--- src/design/lfh_pkg.sv ---
// Package: shared types, constants and codes for the latched fault history log.
`timescale 1ns / 1ps
package lfh_pkg;

	localparam int DEPTH  = 32;
	localparam int PTR_W  = (DEPTH > 1) ? $clog2(DEPTH) : 1;
	localparam int CNT_W  = $clog2(DEPTH + 1);
	localparam int HIST_W = 6;

	typedef enum logic [1:0] {
		MODE_RECORD  = 2'd0,
		MODE_RELEASE = 2'd1,
		MODE_READ    = 2'd2,
		MODE_CLEAR   = 2'd3
	} mode_t;

	typedef enum logic [1:0] {
		S_IDLE,
		S_ISSUE,
		S_LOAD,
		S_OUT
	} state_t;

	typedef struct packed {
		logic [1:0]         mode;
		logic [15:0]        flt_code;
		logic signed [15:0] rpm_snap;
		logic signed [31:0] vdc_link;
		logic signed [31:0] i_alpha;
	} req_beat_t;

	typedef struct packed {
		logic               record_valid;
		logic               is_last;
		logic [HIST_W-1:0]  history_count;
		logic               latched;
		logic [15:0]        active_code;
		logic [31:0]        entry_time;
		logic [15:0]        entry_code;
		logic signed [15:0] entry_speed;
		logic signed [31:0] entry_voltage;
		logic signed [31:0] entry_current;
	} rsp_beat_t;

	typedef struct packed {
		logic [31:0]        time_stamp;
		logic [15:0]        code;
		logic signed [15:0] speed;
		logic signed [31:0] voltage;
		logic signed [31:0] current;
	} snap_t;

	typedef struct packed {
		logic record;
		logic release_latch;
		logic clear;
		logic load_status;
		logic start_read;
		logic issue_read;
		logic load_entry;
	} cmd_t;

	typedef struct packed {
		logic cnt_zero;
		logic out_last;
	} stat_t;

endpackage

--- src/design/lfh_req_if.sv ---
// Interface: request channel carrying one input beat.
`timescale 1ns / 1ps
interface lfh_req_if;
	import lfh_pkg::*;

	logic      valid;
	logic      ready;
	req_beat_t data;

	modport source (output valid, output data, input ready);
	modport sink (input valid, input data, output ready);
endinterface

--- src/design/lfh_rsp_if.sv ---
// Interface: response channel carrying one result beat.
`timescale 1ns / 1ps
interface lfh_rsp_if;
	import lfh_pkg::*;

	logic      valid;
	logic      ready;
	rsp_beat_t data;

	modport source (output valid, output data, input ready);
	modport sink (input valid, input data, output ready);
endinterface

--- src/design/latched_fault_history_log_top.sv ---
// Top level: latched fault history log with circular snapshot memory.
//
//  Channel  Dir  Beat                                   Handshake
//  req      in   mode, fault code, speed, V, I          valid/ready
//  rsp      out  status or history entry, is_last       valid/ready
//
// Record, release and clear take one beat in and give one beat out; the
// next request is taken once that result has been accepted. A history
// read gives count beats, newest first, each through the registered read
// port of the snapshot memory; an empty history gives one status beat.
// Reset clears pointer, count, latch, active code and timestamp; memory is
// not cleared. A stalled result holds the output register and the FSM.
`timescale 1ns / 1ps
module latched_fault_history_log_top (
	input logic        clk,
	input logic        arst_n,
	lfh_req_if.sink    req,
	lfh_rsp_if.source  rsp
);
	import lfh_pkg::*;

	cmd_t      cmd;
	stat_t     st;
	rsp_beat_t out_beat;

	lfh_ctrl u_ctrl (
		.clk       (clk),
		.arst_n    (arst_n),
		.req_valid (req.valid),
		.req_mode  (req.data.mode),
		.req_ready (req.ready),
		.rsp_valid (rsp.valid),
		.rsp_ready (rsp.ready),
		.st        (st),
		.cmd       (cmd)
	);

	lfh_dp u_dp (
		.clk      (clk),
		.arst_n   (arst_n),
		.cmd      (cmd),
		.in_beat  (req.data),
		.st       (st),
		.out_beat (out_beat)
	);

	assign rsp.data = out_beat;

endmodule

--- src/design/lfh_ctrl.sv ---
// Controller: sequencing of record, release, clear and history read beats.
`timescale 1ns / 1ps
module lfh_ctrl (
	input  logic           clk,
	input  logic           arst_n,
	input  logic           req_valid,
	input  logic [1:0]     req_mode,
	output logic           req_ready,
	output logic           rsp_valid,
	input  logic           rsp_ready,
	input  lfh_pkg::stat_t st,
	output lfh_pkg::cmd_t  cmd
);
	import lfh_pkg::*;

	state_t state_q;
	state_t state_nxt;

	always_ff @(posedge clk or negedge arst_n) begin
		if (!arst_n) begin
			state_q <= S_IDLE;
		end else begin
			state_q <= state_nxt;
		end
	end

	always_comb begin
		state_nxt = state_q;
		unique case (state_q)
			S_IDLE: begin
				if (req_valid) begin
					if (req_mode == MODE_READ && !st.cnt_zero) begin
						state_nxt = S_ISSUE;
					end else begin
						state_nxt = S_OUT;
					end
				end
			end
			S_ISSUE: state_nxt = S_LOAD;
			S_LOAD:  state_nxt = S_OUT;
			S_OUT: begin
				if (rsp_ready) begin
					state_nxt = st.out_last ? S_IDLE : S_LOAD;
				end
			end
			default: state_nxt = S_IDLE;
		endcase
	end

	always_comb begin
		req_ready = 1'b0;
		rsp_valid = 1'b0;
		cmd       = '0;
		unique case (state_q)
			S_IDLE: begin
				req_ready = 1'b1;
				if (req_valid) begin
					unique case (req_mode)
						MODE_RECORD: begin
							cmd.record      = 1'b1;
							cmd.load_status = 1'b1;
						end
						MODE_RELEASE: begin
							cmd.release_latch = 1'b1;
							cmd.load_status   = 1'b1;
						end
						MODE_CLEAR: begin
							cmd.clear       = 1'b1;
							cmd.load_status = 1'b1;
						end
						MODE_READ: begin
							if (st.cnt_zero) begin
								cmd.load_status = 1'b1;
							end else begin
								cmd.start_read = 1'b1;
							end
						end
						default: cmd.load_status = 1'b1;
					endcase
				end
			end
			S_ISSUE: cmd.issue_read = 1'b1;
			S_LOAD:  cmd.load_entry = 1'b1;
			S_OUT: begin
				rsp_valid = 1'b1;
				if (rsp_ready && !st.out_last) begin
					cmd.issue_read = 1'b1;
				end
			end
			default: ;
		endcase
	end

	a_ready_excl_valid: assert property (@(posedge clk) disable iff (!arst_n)
		!(req_ready && rsp_valid))
		else $error("request taken while a result is pending");

	a_issue_then_load: assert property (@(posedge clk) disable iff (!arst_n)
		cmd.issue_read |=> cmd.load_entry)
		else $error("memory read not followed by entry load");

	a_rsp_hold: assert property (@(posedge clk) disable iff (!arst_n)
		rsp_valid && !rsp_ready |=> rsp_valid)
		else $error("stalled result beat dropped");

endmodule

--- src/design/lfh_dp.sv ---
// Datapath: snapshot memory, pointers, latch state and result register.
`timescale 1ns / 1ps
module lfh_dp (
	input  logic                clk,
	input  logic                arst_n,
	input  lfh_pkg::cmd_t       cmd,
	input  lfh_pkg::req_beat_t  in_beat,
	output lfh_pkg::stat_t      st,
	output lfh_pkg::rsp_beat_t  out_beat
);
	import lfh_pkg::*;

	function automatic logic [PTR_W-1:0] ptr_dec(input logic [PTR_W-1:0] p);
		logic [PTR_W-1:0] r;
		if (p == '0) begin
			r = PTR_W'(DEPTH - 1);
		end else begin
			r = p - 1'b1;
		end
		return r;
	endfunction

	snap_t mem [DEPTH];

	logic [PTR_W-1:0] wp_q;
	logic [CNT_W-1:0] cnt_q;
	logic             latch_q;
	logic [15:0]      code_q;
	logic [31:0]      clock_q;
	logic [PTR_W-1:0] rd_ptr_q;
	logic [CNT_W-1:0] rem_q;
	snap_t            rd_data_q;
	rsp_beat_t        out_q;

	logic             rec_take;
	logic [PTR_W-1:0] wp_nxt;
	logic [CNT_W-1:0] cnt_nxt;
	logic             latch_nxt;
	logic [15:0]      code_nxt;
	snap_t            wr_snap;
	rsp_beat_t        status_beat;
	rsp_beat_t        entry_beat;

	assign rec_take = cmd.record && !latch_q;

	always_comb begin
		wp_nxt    = wp_q;
		cnt_nxt   = cnt_q;
		latch_nxt = latch_q;
		code_nxt  = code_q;
		if (cmd.clear) begin
			wp_nxt  = '0;
			cnt_nxt = '0;
		end
		if (cmd.release_latch) begin
			latch_nxt = 1'b0;
			code_nxt  = '0;
		end
		if (rec_take) begin
			wp_nxt    = (wp_q == PTR_W'(DEPTH - 1)) ? '0 : wp_q + 1'b1;
			cnt_nxt   = (cnt_q == CNT_W'(DEPTH)) ? cnt_q : cnt_q + 1'b1;
			latch_nxt = 1'b1;
			code_nxt  = in_beat.flt_code;
		end
	end

	always_comb begin
		wr_snap.time_stamp = clock_q;
		wr_snap.code       = in_beat.flt_code;
		wr_snap.speed      = in_beat.rpm_snap;
		wr_snap.voltage    = in_beat.vdc_link;
		wr_snap.current    = in_beat.i_alpha;
	end

	always_comb begin
		status_beat               = '0;
		status_beat.is_last       = 1'b1;
		status_beat.history_count = HIST_W'(cnt_nxt);
		status_beat.latched       = latch_nxt;
		status_beat.active_code   = code_nxt;
	end

	always_comb begin
		entry_beat               = '0;
		entry_beat.record_valid  = 1'b1;
		entry_beat.is_last       = (rem_q == '0);
		entry_beat.history_count = HIST_W'(cnt_q);
		entry_beat.latched       = latch_q;
		entry_beat.active_code   = code_q;
		entry_beat.entry_time    = rd_data_q.time_stamp;
		entry_beat.entry_code    = rd_data_q.code;
		entry_beat.entry_speed   = rd_data_q.speed;
		entry_beat.entry_voltage = rd_data_q.voltage;
		entry_beat.entry_current = rd_data_q.current;
	end

	always_ff @(posedge clk or negedge arst_n) begin
		if (!arst_n) begin
			wp_q     <= '0;
			cnt_q    <= '0;
			latch_q  <= 1'b0;
			code_q   <= '0;
			clock_q  <= '0;
			rd_ptr_q <= '0;
			rem_q    <= '0;
		end else begin
			wp_q    <= wp_nxt;
			cnt_q   <= cnt_nxt;
			latch_q <= latch_nxt;
			code_q  <= code_nxt;
			if (rec_take) begin
				clock_q <= clock_q + 1'b1;
			end
			if (cmd.start_read) begin
				rd_ptr_q <= ptr_dec(wp_q);
				rem_q    <= cnt_q;
			end else if (cmd.issue_read) begin
				rd_ptr_q <= ptr_dec(rd_ptr_q);
				rem_q    <= rem_q - 1'b1;
			end
		end
	end

	always_ff @(posedge clk) begin
		if (rec_take) begin
			mem[wp_q] <= wr_snap;
		end
		if (cmd.issue_read) begin
			rd_data_q <= mem[rd_ptr_q];
		end
	end

	always_ff @(posedge clk) begin
		if (cmd.load_status) begin
			out_q <= status_beat;
		end else if (cmd.load_entry) begin
			out_q <= entry_beat;
		end
	end

	assign st.cnt_zero = (cnt_q == '0);
	assign st.out_last = out_q.is_last;
	assign out_beat    = out_q;

	a_cnt_bound: assert property (@(posedge clk) disable iff (!arst_n)
		(cnt_q <= CNT_W'(DEPTH)) && (wp_q <= PTR_W'(DEPTH - 1)))
		else $error("history count or pointer out of range");

	a_record_closes: assert property (@(posedge clk) disable iff (!arst_n)
		rec_take |=> latch_q && (cnt_q != '0))
		else $error("record did not close latch");

	a_clear_empties: assert property (@(posedge clk) disable iff (!arst_n)
		cmd.clear |=> (cnt_q == '0) && (wp_q == '0))
		else $error("clear left history behind");

endmodule
--- src/flat_wrapper.sv ---
// flat-port wrapper written by rule: the top's interface ports become plain ports
module latched_fault_history_log_top_flat import lfh_pkg::*;
  (clk, arst_n, req_valid, req_data, req_ready, rsp_valid, rsp_data, rsp_ready);
  lfh_req_if req_i ();
  lfh_rsp_if rsp_i ();
  input logic clk;
  input logic arst_n;
  input wire logic [$bits(req_i.valid)-1:0] req_valid;
  input wire logic [$bits(req_i.data)-1:0] req_data;
  output wire logic [$bits(req_i.ready)-1:0] req_ready;
  output wire logic [$bits(rsp_i.valid)-1:0] rsp_valid;
  output wire logic [$bits(rsp_i.data)-1:0] rsp_data;
  input wire logic [$bits(rsp_i.ready)-1:0] rsp_ready;
  assign req_i.valid = req_valid;
  assign req_i.data = req_data;
  assign req_ready = req_i.ready;
  assign rsp_valid = rsp_i.valid;
  assign rsp_data = rsp_i.data;
  assign rsp_i.ready = rsp_ready;
  latched_fault_history_log_top u_core (.clk(clk), .arst_n(arst_n), .req(req_i), .rsp(rsp_i));
endmodule
--- config.mk ---
export PLATFORM = sky130hd
export DESIGN_NAME = latched_fault_history_log_top_flat
export DESIGN_NICKNAME = d
export VERILOG_FILES = /design/src/design/lfh_pkg.sv /design/src/design/lfh_req_if.sv /design/src/design/lfh_rsp_if.sv /design/src/design/latched_fault_history_log_top.sv /design/src/design/lfh_ctrl.sv /design/src/design/lfh_dp.sv /design/src/flat_wrapper.sv
export SDC_FILE = /design/constraint.sdc
export NUM_CORES = 2
export LEC_CHECK = 0
export BUFFER_PORTS_ARGS = -buffer_cell sky130_fd_sc_hd__buf_2
export CORE_MARGIN = 1
export CORE_UTILIZATION = 38
export CTS_BUF_LIST = sky130_fd_sc_hd__clkbuf_4 sky130_fd_sc_hd__clkbuf_8
export DETAILED_ROUTE_END_ITERATION = 8
export GPL_TIMING_DRIVEN = 1
export MAX_ROUTING_LAYER = met4
export PLACE_DENSITY = 0.58
export SETUP_SLACK_MARGIN = 0.15
export SLEW_MARGIN = 20
export SYNTH_ARGS = -nofsm -noshare
export SYNTH_HDL_FRONTEND = slang
export SYNTH_SLANG_ARGS = --single-unit
--- constraint.sdc ---
create_clock -name clk -period 10.98 [get_ports clk]
set_input_delay 2.196 -clock clk [delete_from_list [all_inputs] [get_ports clk]]
set_output_delay 2.196 -clock clk [all_outputs]
set_load 0.005 [all_outputs]
==> summary by stage <==
Final layout
The most common cell after layout, fill and taps aside is sky130_fd_sc_hd__edfxtp_1. The fraction of the core area covered by cells at the end of the flow is 0.434. The share of cells above drive strength 1 is 0.295. The library cells used most frequently in the layout, excluding fill and tap cells, are sky130_fd_sc_hd__edfxtp_1 (4247), sky130_fd_sc_hd__mux4_2 (801), sky130_fd_sc_hd__clkbuf_8 (727). The relative area change from synthesis to final layout is 13.7%. The final layout contains 8666 nets. The count of fill cells added during filler insertion is 37400.

Clock tree
The number of resized instances in the post-cts repair step is 0. Clock tree synthesis selected as its root buffer the cell sky130_fd_sc_hd__clkbuf_8. Post-CTS timing repair inserted 0 buffers for setup.

The clock-pin slew on the worst setup and hold paths is 0.05 ns. The later pin in the worst-skew pair is clocked with a latency of 1.28 ns. The TritonCTS clock tree is yes.

The number of buffers inserted by hold repair at cts is 0. The number of clock sinks seen by CTS is 4450. The number of CTS-inserted buffers is 696. In this run the number of H-tree levels came out at 6.

The deepest clock path buffer count is 4.

Power
In this run the power density over the cells is 235 nW/um^2. Of the total power, registers draw 0.446. The switching power as a share of total power is 0.303.

The share of total power dissipated in combinational logic is 0.242. The internal power is 31.0 mW. The share of total power dissipated in the clock network is 0.312. VDD sags by at most 256 uV.

The static power due to leakage is 61.4 nW. Summed over all nets, the switching power comes to 13.5 mW.

Yosys
By area the synthesized netlist is led by sky130_fd_sc_hd__edfxtp_1 (76%), sky130_fd_sc_hd__mux4_2 (11%), sky130_fd_sc_hd__mux2_2 (1.7%), sky130_fd_sc_hd__dfxtp_1 (1.6%), sky130_fd_sc_hd__mux2i_1 (1.2%). The library cell occupying the most area in the post-synthesis netlist is sky130_fd_sc_hd__edfxtp_1. The mapped netlist covers 167000 um^2. The area fraction of the dominant cell type after synthesis is 0.764.

Counting every net in the synthesized netlist gives 7971. The share of the Yosys chip area taken by registers is 0.790. The synthesized flop and latch total is 4450. Counting flops with an async set or reset pin after synthesis yields a share of 0.0164. The count of unique library cells instantiated by Yosys is 68. The number of warnings printed during yosys synthesis is 0. The gate count of the mapped netlist is 7857. The synthesized design contains 4247 enable-type register cells.

The average cell area after synthesis is 21.3 um^2. The most common flop cell mapped by yosys is sky130_fd_sc_hd__edfxtp_1.

Timing
The number of setup violations in the final report is 0. The final hold violation count is 0. The worst pin sits at a relative slew slack of 0.216.

Setup repair after global routing left no endpoint under its margin. The total negative slack is 0 ns. The highest clock rate is 175 MHz.

The pin slew with the least headroom to its limit is 1.18 ns. Of the available clock period, the critical path in the final layout requires 0.521. The final-layout worst hold slack is 0.450 ns.

The number of pins exceeding their max-slew limit in the final report is 0. The setup clock skew after layout is 0.119 ns. The shortest period the worst path allows is 5.72 ns.

Detailed routing
The detailed router finished its first iteration with 8242 violations. Dividing the detail-routed wire length by the instance count gives 29.7 um. The remaining antenna violation count after routing is 0.

The detailed-route vias per instance is 5.56. The aggregate routed wire length is 443 mm. The DRC violations left is 4. The first detailed-routing pass took 7 iterations. The routed layout has 82900 vias.

Run status
The checks that failed: design-rule violations. The run finished, with violations left.

Die
The total core area is 438000 um^2. The width of the chip is 665 um. The starting utilization of the core area is 0.381. The die area is 442000 um^2. From bottom edge to top edge, the die measures 665 um.

During I/O placement, the number of pins put on the boundary was 257. The row count is 243.

Setup path
The worst reg-to-reg path cell count is 8. The critical path is of the input port to register type. The capturing element type of the critical path is a register. STA puts the critical path data required time at 11.78 ns. The signal arrival time at the worst endpoint is 6.51 ns. The maximum net fanout on the critical path is 52. The element type at the critical path start is an input port.

Placed design
The placed wire-length estimate is 245 mm. The placer's final routability congestion estimate is 0.790. The number of buffers inserted by port buffering is 256.

Min path
The hold path depth is 2. The type of the worst min-delay path is register to register.

GRT
The initial antenna violation count is 38. Across every metal layer, demand over resource in global routing totals 0.202. The number of global-route vias before repair came to 85600. The total overflow left after global routing is 0.

Entering global routing, the biggest net connects 129 pins. The wire length of the first global-routing pass is 628 mm.

Flow run
The number of max-capacitance violations reported is 0.
## state kept, by name, summed over array words and instances (netlist names)
| name | cells |
|---|---|
| u_core.u_dp.entry_beat | 128 |
| u_core.u_dp.mem | 4096 |
| u_core.u_dp.wp_q | 5 |
| u_core.u_dp.code_q | 16 |
| u_core.u_dp.latch_q | 1 |
| u_core.u_ctrl.state_q | 2 |
| u_core.u_dp.cnt_q | 6 |
| u_core.u_dp.rd_ptr_q | 5 |
| u_core.u_dp.clock_q | 32 |
| u_core.u_dp.out_beat | 153 |
| u_core.u_dp.rem_q | 6 |
## routing by layer
metal / part of all wire / track usage
met3: 0.061 / 0.0310
met2: 0.50 / 0.332
met1: 0.41 / 0.260
met5: 0 / -
met4: 0.028 / 0.0586
## synthesized netlist by cell type (63+ instances only)
| cell type | instances |
|---|---|
| sky130_fd_sc_hd__edfxtp_1 | 4247 |
| sky130_fd_sc_hd__mux4_2 | 801 |
| sky130_fd_sc_hd__nand2_1 | 366 |
| sky130_fd_sc_hd__o22ai_1 | 304 |
| sky130_fd_sc_hd__clkbuf_1 | 269 |
| sky130_fd_sc_hd__mux2_2 | 258 |
| sky130_fd_sc_hd__mux2i_1 | 194 |
| sky130_fd_sc_hd__a21oi_1 | 185 |
| sky130_fd_sc_hd__a22oi_1 | 130 |
| sky130_fd_sc_hd__dfxtp_1 | 130 |
| sky130_fd_sc_hd__buf_2 | 126 |
| sky130_fd_sc_hd__nor3_1 | 93 |
| sky130_fd_sc_hd__and3_1 | 87 |
| sky130_fd_sc_hd__a22o_1 | 86 |
| sky130_fd_sc_hd__a221oi_1 | 80 |
| sky130_fd_sc_hd__dfrtp_1 | 73 |
| sky130_fd_sc_hd__buf_1 | 63 |
## stage by stage
stage | worst slack [ns] | power [mW] | area [um^2] | instances
3_3_place_gp | 4.00 | 31.1 | 176000 | 13600
3_5_place_dp | 3.96 | 31.2 | 176000 | 13600
6_report | 5.26 | 44.5 | 190000 | 14900
5_1_grt | 5.17 | 46.2 | 190000 | 14900
2_1_floorplan | 1.34 | 26.9 | 167000 | 7857
4_1_cts | 5.32 | 45.0 | 190000 | 14900
## cell families after synthesis
group                      synth area share
and+or+nand+nor                      0.0195
adders and majority gates          0.000899
buffers and inverters                0.0118
DFF                                   0.790
xor gates and xnor gates            0.00183
AOI/OAI and AO/OA                    0.0387
muxes                                 0.137
## critical path: stages
cell	delay [ns]
sky130_fd_sc_hd__buf_2	0.15
sky130_fd_sc_hd__or4b_1	0.54
sky130_fd_sc_hd__buf_4	0.21
sky130_fd_sc_hd__nor2_4	0.09
sky130_fd_sc_hd__buf_4	0.47
sky130_fd_sc_hd__nand2_1	0.64
sky130_fd_sc_hd__nor2_4	0.29
sky130_fd_sc_hd__buf_4	0.81
sky130_fd_sc_hd__buf_4	0.95
## final cells by class
| type | instances | area (um^2) | area share |
|---|---|---|---|
| Timing Repair Buffer | 456 | 3170 | 0.0167 |
| Tap cell | 5757 | 7200 | 0.0379 |
| Inverter | 22 | 90.1 | 0.000475 |
| Sequential cell | 4450 | 132000 | 0.695 |
| Clock inverter | 319 | 2210 | 0.0117 |
| Multi-Input combinational cell | 2926 | 33400 | 0.176 |
| Antenna cell | 35 | 87.6 | 0.000461 |
| Clock buffer | 943 | 11600 | 0.0613 |
## path summary, 6_finish.rpt
check | startpoint | endpoint | slack (ns)
setup reg to reg | u_core.u_dp.latch_q$_DFF_PN0_ | u_core.u_dp.mem[1][67]$_DFFE_PP_ | 6.07
setup / recovery | req_data[97] | u_core.u_dp.mem[1][67]$_DFFE_PP_ | 5.26
hold / removal | u_core.u_dp.out_beat[22]$_SDFFE_PP0P_ | u_core.u_dp.out_beat[22]$_SDFFE_PP0P_ | 0.45
hold reg to reg | u_core.u_dp.out_beat[22]$_SDFFE_PP0P_ | u_core.u_dp.out_beat[22]$_SDFFE_PP0P_ | 0.45
max in group asynchronous | arst_n | u_core.u_dp.rd_ptr_q[2]$_DFFE_PN0P_ | 8.88
min in group asynchronous | arst_n | u_core.u_dp.code_q[1]$_DFF_PN0_ | 0.87
## power by group through the flow
| stage | Sequential [mW] | Clock (mW) | Combinational [mW] |
|---|---|---|---|
| 2_1_floorplan | 19.9 | 0 | 7.06 |
| 3_3_place_gp | 20.2 | 0 | 10.8 |
| 3_5_place_dp | 20.2 | 0 | 10.9 |
| 4_1_cts | 19.9 | 14.2 | 10.9 |
| 5_1_grt | 19.9 | 14.9 | 11.4 |
| 6_report | 19.9 | 13.9 | 10.8 |
Note: power is estimated with default switching activity, not from simulation.
